--- config.mk ---
export PLATFORM = sky130hd
export DESIGN_NAME = command_frame_deframer_core
export DESIGN_NICKNAME = d
export VERILOG_FILES = /design/src/design/cfd_pkg.sv /design/src/design/command_frame_deframer_core.sv /design/src/design/cfd_parser.sv /design/src/design/cfd_out_buf.sv
export SDC_FILE = /design/constraint.sdc
export NUM_CORES = 1
export LEC_CHECK = 0
export ABC_AREA = 1
export BUFFER_PORTS_ARGS = -buffer_cell sky130_fd_sc_hd__buf_2
export CAP_MARGIN = 20
export CORE_MARGIN = 4
export CORE_UTILIZATION = 50
export DETAILED_ROUTE_END_ITERATION = 12
export GPL_TIMING_DRIVEN = 0
export PLACE_DENSITY = 0.73
export SLEW_MARGIN = 20
export SYNTH_ARGS = -nofsm -noshare
export SYNTH_HDL_FRONTEND = slang
export SYNTH_HIERARCHICAL = 1
export SYNTH_SLANG_ARGS = --single-unit
--- constraint.sdc ---
create_clock -name clk -period 4.4 [get_ports clk]
set_input_delay 0.22 -clock clk [delete_from_list [all_inputs] [get_ports clk]]
set_output_delay 0.22 -clock clk [all_outputs]
set_load 0.005 [all_outputs]
--- src/design/cfd_pkg.sv ---
// Shared types and constants for the command frame deframer.
`timescale 1ns / 1ps

package cfd_pkg;

  localparam logic [2:0] KIND_LEN      = 3'd0;
  localparam logic [2:0] KIND_CMD      = 3'd1;
  localparam logic [2:0] KIND_COUNT    = 3'd2;
  localparam logic [2:0] KIND_ARG_LEN  = 3'd3;
  localparam logic [2:0] KIND_ARG_DATA = 3'd4;

  localparam logic [7:0] OP_SET_BYTE = 8'h01;
  localparam logic [7:0] OP_GET_BYTE = 8'h02;
  localparam logic [7:0] OP_DEL_BYTE = 8'h03;

  localparam logic [1:0] CMD_SET     = 2'd0;
  localparam logic [1:0] CMD_GET     = 2'd1;
  localparam logic [1:0] CMD_DEL     = 2'd2;
  localparam logic [1:0] CMD_UNKNOWN = 2'd3;

  localparam logic [16:0] BODY_MAX = 17'h1FFFF;

  typedef struct packed {
    logic [2:0] byte_kind;
    logic [7:0] byte_value;
    logic [1:0] command_code;
    logic [7:0] arg_count;
    logic [7:0] arg_index;
    logic       arg_done;
    logic       message_done;
    logic       length_mismatch;
  } result_t;

endpackage

--- src/design/command_frame_deframer_core.sv ---
// Top level of the command frame deframer: parser feeding a skid-buffered result register.
//
//   Channel | Direction | Handshake          | Payload
//   in      | input     | in_valid, in_stall | data_byte
//   out     | output    | out_valid, out_stall | byte_kind, byte_value, command_code,
//           |           |                    | arg_count, arg_index, arg_done,
//           |           |                    | message_done, length_mismatch
//
// Each input beat is parsed in the cycle it is accepted and its result is registered,
// in the result register or, under an output stall, in the skid stage; one byte can be
// taken every clock while input stall is low. Reset is synchronous; it returns the parser
// to the first length byte and empties the result register and skid stage. Input stall
// rises only when both the result register and the skid stage hold results.
`timescale 1ns / 1ps

module command_frame_deframer_core
  import cfd_pkg::*;
(
  input  logic       clk,
  input  logic       rst,
  input  logic       in_valid,
  output logic       in_stall,
  input  logic [7:0] data_byte,
  output logic       out_valid,
  input  logic       out_stall,
  output logic [2:0] byte_kind,
  output logic [7:0] byte_value,
  output logic [1:0] command_code,
  output logic [7:0] arg_count,
  output logic [7:0] arg_index,
  output logic       arg_done,
  output logic       message_done,
  output logic       length_mismatch
);

  logic    accept;
  logic    buf_full;
  result_t parsed;
  result_t held;

  assign in_stall = buf_full;
  assign accept   = in_valid && !buf_full;

  cfd_parser u_parser (
    .clk       (clk),
    .rst       (rst),
    .accept    (accept),
    .data_byte (data_byte),
    .result    (parsed)
  );

  cfd_out_buf u_out_buf (
    .clk       (clk),
    .rst       (rst),
    .push      (accept),
    .push_data (parsed),
    .full      (buf_full),
    .out_valid (out_valid),
    .out_stall (out_stall),
    .out_data  (held)
  );

  assign byte_kind       = held.byte_kind;
  assign byte_value      = held.byte_value;
  assign command_code    = held.command_code;
  assign arg_count       = held.arg_count;
  assign arg_index       = held.arg_index;
  assign arg_done        = held.arg_done;
  assign message_done    = held.message_done;
  assign length_mismatch = held.length_mismatch;

endmodule

--- src/design/cfd_parser.sv ---
// Frame parser: parse state registers and the per-byte decode logic.
`timescale 1ns / 1ps

module cfd_parser
  import cfd_pkg::*;
(
  input  logic       clk,
  input  logic       rst,
  input  logic       accept,
  input  logic [7:0] data_byte,
  output result_t    result
);

  localparam logic [2:0] PH_LEN_HI  = 3'd0;
  localparam logic [2:0] PH_LEN_LO  = 3'd1;
  localparam logic [2:0] PH_CMD     = 3'd2;
  localparam logic [2:0] PH_COUNT   = 3'd3;
  localparam logic [2:0] PH_ALEN_HI = 3'd4;
  localparam logic [2:0] PH_ALEN_LO = 3'd5;
  localparam logic [2:0] PH_DATA    = 3'd6;

  logic [2:0]  parse_phase, parse_phase_next;
  logic [15:0] declared_length, declared_length_next;
  logic [1:0]  held_command, held_command_next;
  logic [7:0]  args_total, args_total_next;
  logic [7:0]  current_arg, current_arg_next;
  logic [7:0]  arg_length_high, arg_length_high_next;
  logic [15:0] bytes_left, bytes_left_next;
  logic [16:0] body_count, body_count_next;

  logic [16:0] body_inc;
  logic        body_mismatch;
  logic [8:0]  arg_plus_one;
  logic        last_arg;
  logic [15:0] arg_length;
  logic [15:0] left_dec;
  logic [1:0]  decoded_cmd;

  always_comb begin
    body_inc      = (body_count < BODY_MAX) ? body_count + 17'd1 : body_count;
    body_mismatch = (body_inc != {1'b0, declared_length});
    arg_plus_one  = {1'b0, current_arg} + 9'd1;
    last_arg      = (arg_plus_one >= {1'b0, args_total});
    arg_length    = {arg_length_high, data_byte};
    left_dec      = bytes_left - 16'd1;
    unique case (data_byte)
      OP_SET_BYTE: decoded_cmd = CMD_SET;
      OP_GET_BYTE: decoded_cmd = CMD_GET;
      OP_DEL_BYTE: decoded_cmd = CMD_DEL;
      default:     decoded_cmd = CMD_UNKNOWN;
    endcase
  end

  always_comb begin
    parse_phase_next     = parse_phase;
    declared_length_next = declared_length;
    held_command_next    = held_command;
    args_total_next      = args_total;
    current_arg_next     = current_arg;
    arg_length_high_next = arg_length_high;
    bytes_left_next      = bytes_left;
    body_count_next      = body_count;

    result                 = '0;
    result.byte_value      = data_byte;

    unique case (parse_phase)
      PH_LEN_LO: begin
        declared_length_next = {declared_length[15:8], data_byte};
        parse_phase_next     = PH_CMD;
      end
      PH_CMD: begin
        result.byte_kind    = KIND_CMD;
        body_count_next     = body_inc;
        held_command_next   = decoded_cmd;
        result.command_code = decoded_cmd;
        parse_phase_next    = PH_COUNT;
      end
      PH_COUNT: begin
        result.byte_kind    = KIND_COUNT;
        body_count_next     = body_inc;
        args_total_next     = data_byte;
        current_arg_next    = 8'd0;
        result.command_code = held_command;
        result.arg_count    = data_byte;
        if (data_byte == 8'd0) begin
          result.message_done    = 1'b1;
          result.length_mismatch = body_mismatch;
          parse_phase_next       = PH_LEN_HI;
        end else begin
          parse_phase_next = PH_ALEN_HI;
        end
      end
      PH_ALEN_HI: begin
        result.byte_kind     = KIND_ARG_LEN;
        body_count_next      = body_inc;
        arg_length_high_next = data_byte;
        result.command_code  = held_command;
        result.arg_count     = args_total;
        result.arg_index     = current_arg;
        parse_phase_next     = PH_ALEN_LO;
      end
      PH_ALEN_LO: begin
        result.byte_kind    = KIND_ARG_LEN;
        body_count_next     = body_inc;
        result.command_code = held_command;
        result.arg_count    = args_total;
        result.arg_index    = current_arg;
        bytes_left_next     = arg_length;
        if (arg_length == 16'd0) begin
          result.arg_done = 1'b1;
          if (last_arg) begin
            result.message_done    = 1'b1;
            result.length_mismatch = body_mismatch;
            parse_phase_next       = PH_LEN_HI;
          end else begin
            current_arg_next = arg_plus_one[7:0];
            parse_phase_next = PH_ALEN_HI;
          end
        end else begin
          parse_phase_next = PH_DATA;
        end
      end
      PH_DATA: begin
        result.byte_kind    = KIND_ARG_DATA;
        body_count_next     = body_inc;
        result.command_code = held_command;
        result.arg_count    = args_total;
        result.arg_index    = current_arg;
        bytes_left_next     = left_dec;
        if (left_dec == 16'd0) begin
          result.arg_done = 1'b1;
          if (last_arg) begin
            result.message_done    = 1'b1;
            result.length_mismatch = body_mismatch;
            parse_phase_next       = PH_LEN_HI;
          end else begin
            current_arg_next = arg_plus_one[7:0];
            parse_phase_next = PH_ALEN_HI;
          end
        end
      end
      default: begin
        result.byte_kind     = KIND_LEN;
        declared_length_next = {data_byte, 8'h00};
        body_count_next      = '0;
        parse_phase_next     = PH_LEN_LO;
      end
    endcase
  end

  always_ff @(posedge clk) begin
    if (rst) begin
      parse_phase     <= PH_LEN_HI;
      declared_length <= '0;
      held_command    <= '0;
      args_total      <= '0;
      current_arg     <= '0;
      arg_length_high <= '0;
      bytes_left      <= '0;
      body_count      <= '0;
    end else if (accept) begin
      parse_phase     <= parse_phase_next;
      declared_length <= declared_length_next;
      held_command    <= held_command_next;
      args_total      <= args_total_next;
      current_arg     <= current_arg_next;
      arg_length_high <= arg_length_high_next;
      bytes_left      <= bytes_left_next;
      body_count      <= body_count_next;
    end
  end

endmodule

--- src/design/cfd_out_buf.sv ---
// Result register with a skid stage so that an input beat can still be taken under a stall.
`timescale 1ns / 1ps

module cfd_out_buf
  import cfd_pkg::*;
(
  input  logic    clk,
  input  logic    rst,
  input  logic    push,
  input  result_t push_data,
  output logic    full,
  output logic    out_valid,
  input  logic    out_stall,
  output result_t out_data
);

  logic    skid_valid;
  result_t skid_data;
  logic    pop;

  assign full = skid_valid;
  assign pop  = out_valid && !out_stall;

  always_ff @(posedge clk) begin
    if (rst) begin
      out_valid  <= 1'b0;
      skid_valid <= 1'b0;
    end else if (!out_valid || pop) begin
      if (skid_valid) begin
        out_valid  <= 1'b1;
        skid_valid <= 1'b0;
      end else begin
        out_valid <= push;
      end
    end else if (push) begin
      skid_valid <= 1'b1;
    end
  end

  always_ff @(posedge clk) begin
    if (!out_valid || pop) begin
      if (skid_valid) begin
        out_data <= skid_data;
      end else if (push) begin
        out_data <= push_data;
      end
    end else if (push) begin
      skid_data <= push_data;
    end
  end

endmodule
Word-level counts from Yosys, hierarchy flattened:

Index checks and enable logic that the tools add are counted.

* $add $sub $neg: 3
* eq/ne operators: 12
* muxes and demuxes: 27
* bitwise operators: 3
* reduce and logical (&&, ||, !) cells: 28
* $lt $le $gt $ge: 2

Operator list (count)
* 32-bit two-way mux: 2
* 16-bit case mux with 2 select lines: 2
* 17-bit case mux with 2 select lines: 1
* 16-bit logical NOT: 2
* 8-bit two-way mux: 4
* 8-bit case mux with 3 select lines: 1
* 3-bit two-way mux: 6
* 3-bit case mux with 6 select lines: 1
* 2-bit AND reduction: 9
* 17-bit by 1-bit adder with 17-bit output, second input constant: 1
* 17-bit less-than comparator, second input constant: 1
* 17-bit two-way mux: 1
* 17-bit by 16-bit inequality test with 1-bit output: 1
* 8-bit by 2-bit == test with 1-bit output, second input constant: 2
* 8-bit case mux with 2 select lines: 1
* 16-bit by 1-bit subtractor with 16-bit output, second input constant: 1
* 2-bit case mux with 3 select lines: 2
* 3-bit case mux with 4 select lines: 1
* 8-bit by 1-bit adder with 9-bit output, second input constant: 1
* 3-bit == test, second input constant: 3
* 9-bit by 8-bit greater-or-equal comparator with 1-bit output: 1
* 8-bit by 1-bit == test with 1-bit output, second input constant: 1
* 8-bit logical NOT: 1
* 3-bit by 2-bit == test with 1-bit output, second input constant: 2
* 18 further kinds: 27

* input port bits: 12
* output and inout bits: 34
* word-level logic and storage cells: 102
* flip-flop bits (word level): 144

Depth between registers and ports, before layout:

Gate-level depths: netlist (run 1).

* depth in word-level cells: 8
* gate-level depth with buffers: 22
* depth with buffers taken out: 22

Cells and area by module:

Netlist (run 1), hierarchy kept.

Modules (own cells, without submodules)
* cfd_parser: seq. area each 1561.5 µm², area each 5062.4 µm², cells each 807, instances 1
* cfd_out_buf: seq. area each 1961.9 µm², area each 2463.6 µm², cells each 177, instances 1
* command_frame_deframer_core: seq. area each 0.0 µm², area each 10.0 µm², cells each 2, instances 1

Worst setup path before layout (run 1):

Ideal clock, no wire load.

* path kind: register to register
* start point: register u_out_buf.skid_valid, in the netlist u_out_buf/full
* end point: register u_out_buf/out_data[0] in the netlist's numbering, enable pin
* cell stages (with the launch flop): 4
* library setup time: 432 ps
* required time: 3968 ps
* clock period less this slack: 2636 ps
* arrival time: 2204 ps
* buffers on the path: 1
* setup slack: 1764 ps
* cell sequence: dfxtp_1 -> buf_6 -> nor2_1 -> a21oi_1

* longest elaborated chain between the ends: 4

RTL lines
* start: declaration: line cfd_out_buf.sv:17 `logic skid_valid;`
* start signal: assignment: line cfd_out_buf.sv:27 `skid_valid <= 1'b0;`
* start signal: assignment: line cfd_out_buf.sv:31 `skid_valid <= 1'b0;`
* start signal: assignment: line cfd_out_buf.sv:36 `skid_valid <= 1'b1;`
* 1-bit logical NOT: line command_frame_deframer_core.sv:42 `assign accept = in_valid && !buf_full;`
* 1-bit logical AND: line command_frame_deframer_core.sv:42
* 2-bit nonzero test (no source line) (*)
* 2-bit AND reduction (no source line) (*)
* end signal: assignment: line cfd_out_buf.sv:43 `out_data <= skid_data;`
* end signal: assignment: line cfd_out_buf.sv:45 `out_data <= push_data;`
* end: declaration: line cfd_out_buf.sv:14 `output result_t out_data`

Mark *: on every way between the ends. The rest lies on a longest branch, timed or not.
A chain may end at the register's enable or synchronous reset.

==> metrics.md, run 1 <==
| Metric | Value |
|---|---|
| Final setup viols | 0 |
| Aggregate routed wire length | between 15000 and 20000 µm |
| Hold depth | 3 |
| Vias in the first global route | 5834 |
| Std-Cell Rows | 44 |
| Gr ovfl total | 0 |
| Finished Layout Cells | ~1200 |
| Drt wl/cell | 14.29 µm |
| Max rail drop VDD | 0.2588 mV |
| Initial Util | 51.46% |
| Status | completed |
| WP data required | approximately 4.7 ns |
| Slew @ Worst Pin | slightly above 0.7 ns |
| Post CTS Setup Buffer Count | 0 |
| Seq cells post-synth | 144 |
| # hold bufs at CTS | 1 |
| Reg2Reg Depth | 18 |
| Final Skew | 0.008291 ns |
| Avg Synthesized Cell Area | 7.643 µm² |
| Reg area | 0.003523 mm² |
| Crit path capture type | flip-flop |
| Maxcap violations | 0 |
| Multi-input logic area | 0.003186 mm² |
| Post-synthesis sequential area ratio | a little under half |
| Worst-path fanout max | 4 |
| Die Span Y | 130.8 µm |
| CTS HTree Levels | 4 |
| Die X | 130.8 µm |
| Reg2Reg Setup Slack | 1.36 ns |
| Area Growth Syn to Fin | 14.66% |
| Max layer used | met4 |
| CTS resizes | 0 |
| Initial DRC count | between 400 and 500 |
| Crit path kind | reg2reg |
| Root Buffer | clkbuf_16 |
| IO buf count | 44 |
| Area of the core | around 0.015 mm² |
| Final net count | 1075 |
| Fmax | 328.7 MHz |
| Ys Warns | 6 |
| CP Launch Type | flip-flop |
| Hold Path End | u_out_buf/full |
| Drt drc | 0 |
| Fillers | roughly 1400 |
| Largest net degree at the start of global routing | 33 |
| Synth Net Count | 1010 |
| Worst Hold Launch | out_stall |
| Number of flops mapped to enable cells by yosys | 64 |
| Reg-to-reg startpoint | u_parser/current_arg[0] |
| Routed wl met2 | 7901 µm |
| Initial antenna violation count | 0 |
| DR vias | 6539 |
| Most used DFF post-synth | dfxtp_1 |
| Mapped cell area | about 0.0075 mm² |
| Placed insts | 1215 |
| Tot GR Track Use | 21.78% |
| Boundary Pins | 46 |
| Slew HR | 51.77% |
| Worst hold margin | 0.1475 ns |
| TritonRoute pass-1 iters | 5 |
| Final Critical Period | slightly above 3 ns |
| RSZ-0062 raised after global routing | false |
| Final Max Slew Viols | 0 |
| Power per Cell Area | 369.5 mW/mm² |
| Setup TNS | 0 ns |
| CTS tree | yes |
| Leak | about 3.7 nW |
| Clk buf depth | 2 |
| First-pass GRT wire length | 29210 µm |
| Inserted Diodes | 0 |
| Synth async-reset ratio | 0% |
| Post-DP HPWL | 12900 µm |
| Synthesized instance count | 986 |
| Share of cells above drive strength 1 | about an eighth |
| Via density | between 5 and 6 |
| Clk sinks | 144 |
| Met3 Routed Length | 1216 µm |
| Worst min path class | in2reg |
| Met1 WL | a little over 8000 µm |
| Inserted Clock Buffers | 17 |
| Crit path arrival time | 3.29 ns |
| FF-to-FF End | u_out_buf/out_data[0] |
| Worst skew pair latency | 0.42 ns |
| Post-synth cell types | 41 |
| CTS clk-pin slew, worst paths | 0.06 ns |
| Period utilization | 69.15% |
| Final Hold Fails | 0 |
| Die area | 0.01710 mm² |
| RePlAce Congestion | ~0.93 |
| Final ANT Viol Nets | 0 |
cell families (layout without fill, tap and decap cells):
family                   Yosys count  after routing  synth area share, %
AO/OA/AOI/OAI                    194            194                14.30
XOR/XNOR                          18             18                2.092
adder cells (fa/ha/maj)           12             12                1.992
buffers and inverters            199            277                11.14
flip-flops                       144            144                46.75
AND/OR/NAND/NOR                  419            419                23.73
layout by cell type, fill, tap and decap left out, types with 16 or more instances in the layout:
master / netlist / routed
clkbuf_1: 13 / 16
a21oi_1: 74 / 73
o21ai_0: 66 / 66
nor2_1: 76 / 76
inv_1: 140 / 140
nand4_1: 17 / 17
nand2_1: 254 / 254
dfxtp_1: 80 / 80
nand3_1: 45 / 45
o21ai_1: 19 / 19
edfxtp_1: 64 / 64
buf_2: 12 / 56
clkbuf_16: 0 / 17
inv_2: 16 / 16
layout make-up:
class	count	area share (%)
plain buffers	42	2.867
multi-input cells	643	36.87
clock buffers	20	5.054
flip-flops and latches	144	40.78
clock inverters	12	1.940
inverters	157	6.849
well taps	184	2.664
repair buffers	46	2.983
flip-flops by register name, summed over array words and instances, names as in the netlist:
signal                    cells
u_parser/body_count          17
u_parser/parse_phase          3
u_out_buf/out_data           32
u_parser/arg_length_high      8
u_out_buf/skid_data          32
u_parser/declared_length     16
u_parser/held_command         2
u_parser/current_arg          8
u_parser/args_total           8
u_parser/bytes_left          16
u_out_buf/full                1
u_out_buf/out_valid           1
per-stage QoR:
step | utilization [%] | power, mW | cell area, µm² | worst slack [ns]
global placement | 54.54 | 1.728 | 7986 | 1.257
floorplan | - | 1.649 | 7536 | 1.764
CTS | 59.01 | 3.213 | 8641 | 1.375
finish | 59.01 | 3.193 | 8641 | 1.358
global route | 59.01 | 3.312 | 8641 | 1.040
detailed placement | 54.81 | 1.737 | 8026 | 1.397
synth_stat cells, types with 4 or more instances:
cell | n | share of area, %
a211oi_1 | 11 | 1.1
dfxtp_1 | 80 | 21
buf_2 | 12 | 0.80
buf_6 | 6 | 0.90
inv_1 | 140 | 7.0
nand3_1 | 45 | 3.0
edfxtp_1 | 64 | 26
xor2_1 | 12 | 1.4
xnor2_1 | 6 | 0.70
inv_2 | 16 | 0.80
ha_1 | 12 | 2.0
nor3_1 | 4 | 0.27
a221oi_1 | 8 | 0.93
clkbuf_1 | 13 | 0.65
o21ai_0 | 66 | 4.4
nand4_1 | 17 | 1.4
nor2_1 | 76 | 3.8
nand2_1 | 254 | 13
a21oi_1 | 74 | 4.9
o21ai_1 | 19 | 1.3
buf_4 | 8 | 0.80
nor2_2 | 8 | 0.66
o22ai_1 | 7 | 0.58
nand3b_1 | 4 | 0.40
worst max-delay path by stage:
stage	from	end	slack, ns	cells after the start
floorplan	u_out_buf/full	u_out_buf/out_data[0]	1.76	3
global placement	u_out_buf/full	u_out_buf/out_data[4]	1.26	3
detailed placement	u_parser/current_arg[0]	u_out_buf/out_data[0]	1.40	18
CTS	u_parser/current_arg[0]	u_out_buf/out_data[0]	1.37	18
global route	u_parser/current_arg[0]	u_out_buf/out_data[0]	1.04	20
finish	u_parser/current_arg[0]	u_out_buf/out_data[0]	1.36	18
where the power goes:
part | switching [mW] | internal, mW | leakage, nW
Combinational | 0.159 | 0.0841 | 2.16
Sequential | 0.0234 | 1.45 | 1.28
Clock | 0.536 | 0.943 | 0.293
layer usage:
metal  vias up  GRT usage [%]
li1       3339              -
met4         0          7.623
met5         -              0
met1      2943          30.77
met2       225          33.47
met3        32          4.350
critical path: stages (launching register included):
cell and delay, ns:
dfxtp_1 0.40, inv_1 0.10, nor3_1 0.32, nand2_1 0.15, nor3_1 0.22, xor2_1 0.13
ha_1 0.33, nand2_1 0.06, nor4_1 0.25, nand2_1 0.08, nand3_1 0.21, nand2_1 0.10
inv_1 0.06, nand2_1 0.04, nand2_1 0.11, nand2_1 0.07, inv_1 0.07, inv_1 0.04
o21ai_0 0.16
Power figures use the tool's default switching activity.
==> run 2: changes to the inputs <==
--- a/config.mk
+++ b/config.mk
@@ -12,7 +12,7 @@
 export CORE_UTILIZATION = 50
 export DETAILED_ROUTE_END_ITERATION = 12
 export GPL_TIMING_DRIVEN = 0
-export PLACE_DENSITY = 0.73
+export PLACE_DENSITY = 0.75
 export SLEW_MARGIN = 20
 export SYNTH_ARGS = -nofsm -noshare
 export SYNTH_HDL_FRONTEND = slang
==> constraint.sdc (replaced) <==
create_clock -name clk -period 2.48 [get_ports clk]
set_input_delay 0.124 -clock clk [delete_from_list [all_inputs] [get_ports clk]]
set_output_delay 0.124 -clock clk [all_outputs]
set_load 0.005 [all_outputs]
==> run 2 against run 1 <==
  * The flow now finishes with violations (negative setup slack)
  * Clock power grew 66%
  * Clock skew grew 0.00074 ns
  * Register-to-register slack got worse by 1.6 ns
  * Global-route usage increased by 0.67 points
  * Critical path type unchanged
==> metrics.md, run 2 (synthesis gave the netlist of run 1 again) <==
| Metric | Value |
|---|---|
| RePlAce Congestion | 0.9261 |
| Comb power frac | between 8 and 9% |
| Final Hold Fails | 0 |
| CP max-delay cell | dfxtp_4 |
| Std-Cell Rows | 44 |
| Area Growth Syn to Fin | 18.10% |
| Via density | 5.332 |
| Largest stage delay on the critical path | 0.38 ns |
| CTS HTree Levels | 4 |
| Final Max Slew Viols | 0 |
| First-pass GRT wire length | 30120 µm |
| Final Critical Period | between 2 and 3 ns |
| Utilization after layout | roughly 60% |
| Fmax | 373.2 MHz |
| CTS tree | yes |
| Crit path kind | reg2reg |
| Slew HR | 52.79% |
| CTS clk-pin slew, worst paths | around 0.060 ns |
| Inserted Clock Buffers | 17 |
| Inserted Diodes | 0 |
| Maxcap violations | 0 |
| Sequential share of power | 47.2% |
| Most common cell after layout, fill and taps aside | nand2_1 |
| Clock group share of total power | 44.6% |
| Post-DP HPWL | 13080 µm |
| Worst min path class | in2reg |
| RSZ-0062 raised after global routing | true |
| Initial Util | 51.46% |
| Internal power | 4.130 mW |
| Drt drc | 0 |
| Clk sinks | ~140 |
| Cell mode on critical path | nand2_1 |
| Final net count | 1093 |
| Slew @ Worst Pin | ~0.71 ns |
| Top flop regs | u_out_buf/out_data: 32 flops, u_out_buf/skid_data: 32 flops, u_parser/body_count: 17 flops |
| Worst-path fanout max | 6 |
| Reg area | 0.003535 mm² |
| Area of the core | 0.01464 mm² |
| Clk buf depth | 2 |
| IO buf count | 44 |
| Root Buffer | clkbuf_16 |
| Leak | between 3 and 4 nW |
| Aggregate routed wire length | around 19000 µm |
| Period utilization | 108.0% |
| TritonRoute pass-1 iters | 5 |
| Share of cells above drive strength 1 | 18.11% |
| DR vias | between 6000 and 7000 |
| Multi-input logic area | roughly 0.0033 mm² |
| Drt wl/cell | 14.88 µm |
| Die Span Y | ~130 µm |
| Power per Cell Area | about 620 mW/mm² |
| Largest net degree at the start of global routing | 33 |
| Initial DRC count | 469 |
| Vias in the first global route | 6221 |
| Final Skew | around 0.0090 ns |
| Post-route setup slack | -0.1996 ns |
| Boundary Pins | 46 |
| Die area | 0.01710 mm² |
| Initial antenna violation count | 0 |
| Fillers | 1256 |
| Tot GR Track Use | 22.45% |
| Most frequent cells in the layout | nand2_1, inv_1, dfxtp_1, a21oi_1, nor2_1 |
| Max rail drop VDD | 0.4620 mV |
| Die X | 130.8 µm |
| Worst hold margin | 0.03259 ns |
| Gr ovfl total | 0 |
| CP cell instances | inv_4, nor3_4, nand2_2, nor3_2, xor2_1, ha_1, buf_4, nand2_1, nor4_2, nand2_1, nand3_2, a21oi_4, buf_6, nand4_1, nand2_1, nor2_1 |
| Crit path arrival time | 3.00 ns |
| Switching power | 1.395 mW |
| Final ANT Viol Nets | 0 |
| Crit path capture type | flip-flop |
| Design Power | 5.525 mW |
| Reg2Reg Setup Slack | -0.20 ns |
| Sw Ratio | 25.25% |
| Status | complete, but fails checks |
| CP Launch Type | flip-flop |
| Worst skew pair latency | approximately 0.43 ns |
| Final setup viols | 13 |
| WP data required | 2.80 ns |
| Failing checks | negative setup slack |
[run 2: final timing paths]
kind | startpoint | end | depth (start not counted)
min reg2reg | u_parser/held_command[0] | u_parser/held_command[0] | 2
max reg2reg | u_parser/current_arg[1] | u_parser/current_arg[5] | 16
min | out_stall | u_out_buf/full | 3
max | u_parser/current_arg[1] | u_parser/current_arg[5] | 16
[run 2: worst max-delay path: cells and delay by family (launching register included)]
kind | cells | cell delay, ns
adder cells (fa/ha/maj) | 1 | 0.31
buffers and inverters | 3 | 0.34
XOR/XNOR | 1 | 0.25
AND/OR/NAND/NOR | 10 | 1.05
AO/OA/AOI/OAI | 1 | 0.25
flip-flops | 1 | 0.38
[run 2: layout make-up]
type | instances | share of cell area (%)
sequential | 144 | 39.72
multi-input combinational | 643 | 37.27
inverter | 157 | 6.678
clock buffer | 17 | 4.780
timing repair buffer | 64 | 4.541
buffer | 42 | 2.784
tap | 184 | 2.587
clock inverter | 15 | 1.645
[run 2: metal layers]
layer,track usage [%],vias to the layer above,part of all wire [%]
met4,8.106,0,1.9
met2,35.48,265,47
li1,-,3382,-
met1,30.02,3073,44
met5,0,-,0
met3,5.650,30,7.4
[run 2: through the flow]
stage               cell area [µm²]  std cells  setup WS [ns]  TNS [ns]
finish                         8900       1266        -0.1996    -1.811
global route                   8900       1266        -0.3461    -3.785
CTS                            8812       1264        -0.1417    -1.107
detailed placement             8034       1215        -0.5524    -5.424
global placement               7998       1214        -0.4350    -3.964
floorplan                      7547        986        0.01829         0
[run 2: repair_timing]
action | 4_1_cts | 5_1_grt
setup endpoints to repair | 13 | 15
hold buffers | 1 | 0
buffers inserted | 16 | 2
endpoints found under the hold margin | 1 | 0
pin swaps | 21 | 21
gates resized for setup | 25 | 25
[run 2: power by group through the flow]
stage	Combinational [mW]	Clock, mW	Sequential (mW)
2_1_floorplan	0.271	0	2.66
3_3_place_gp	0.410	0	2.66
3_5_place_dp	0.427	0	2.66
4_1_cts	0.445	2.50	2.61
5_1_grt	0.512	2.62	2.61
6_report	0.457	2.46	2.61
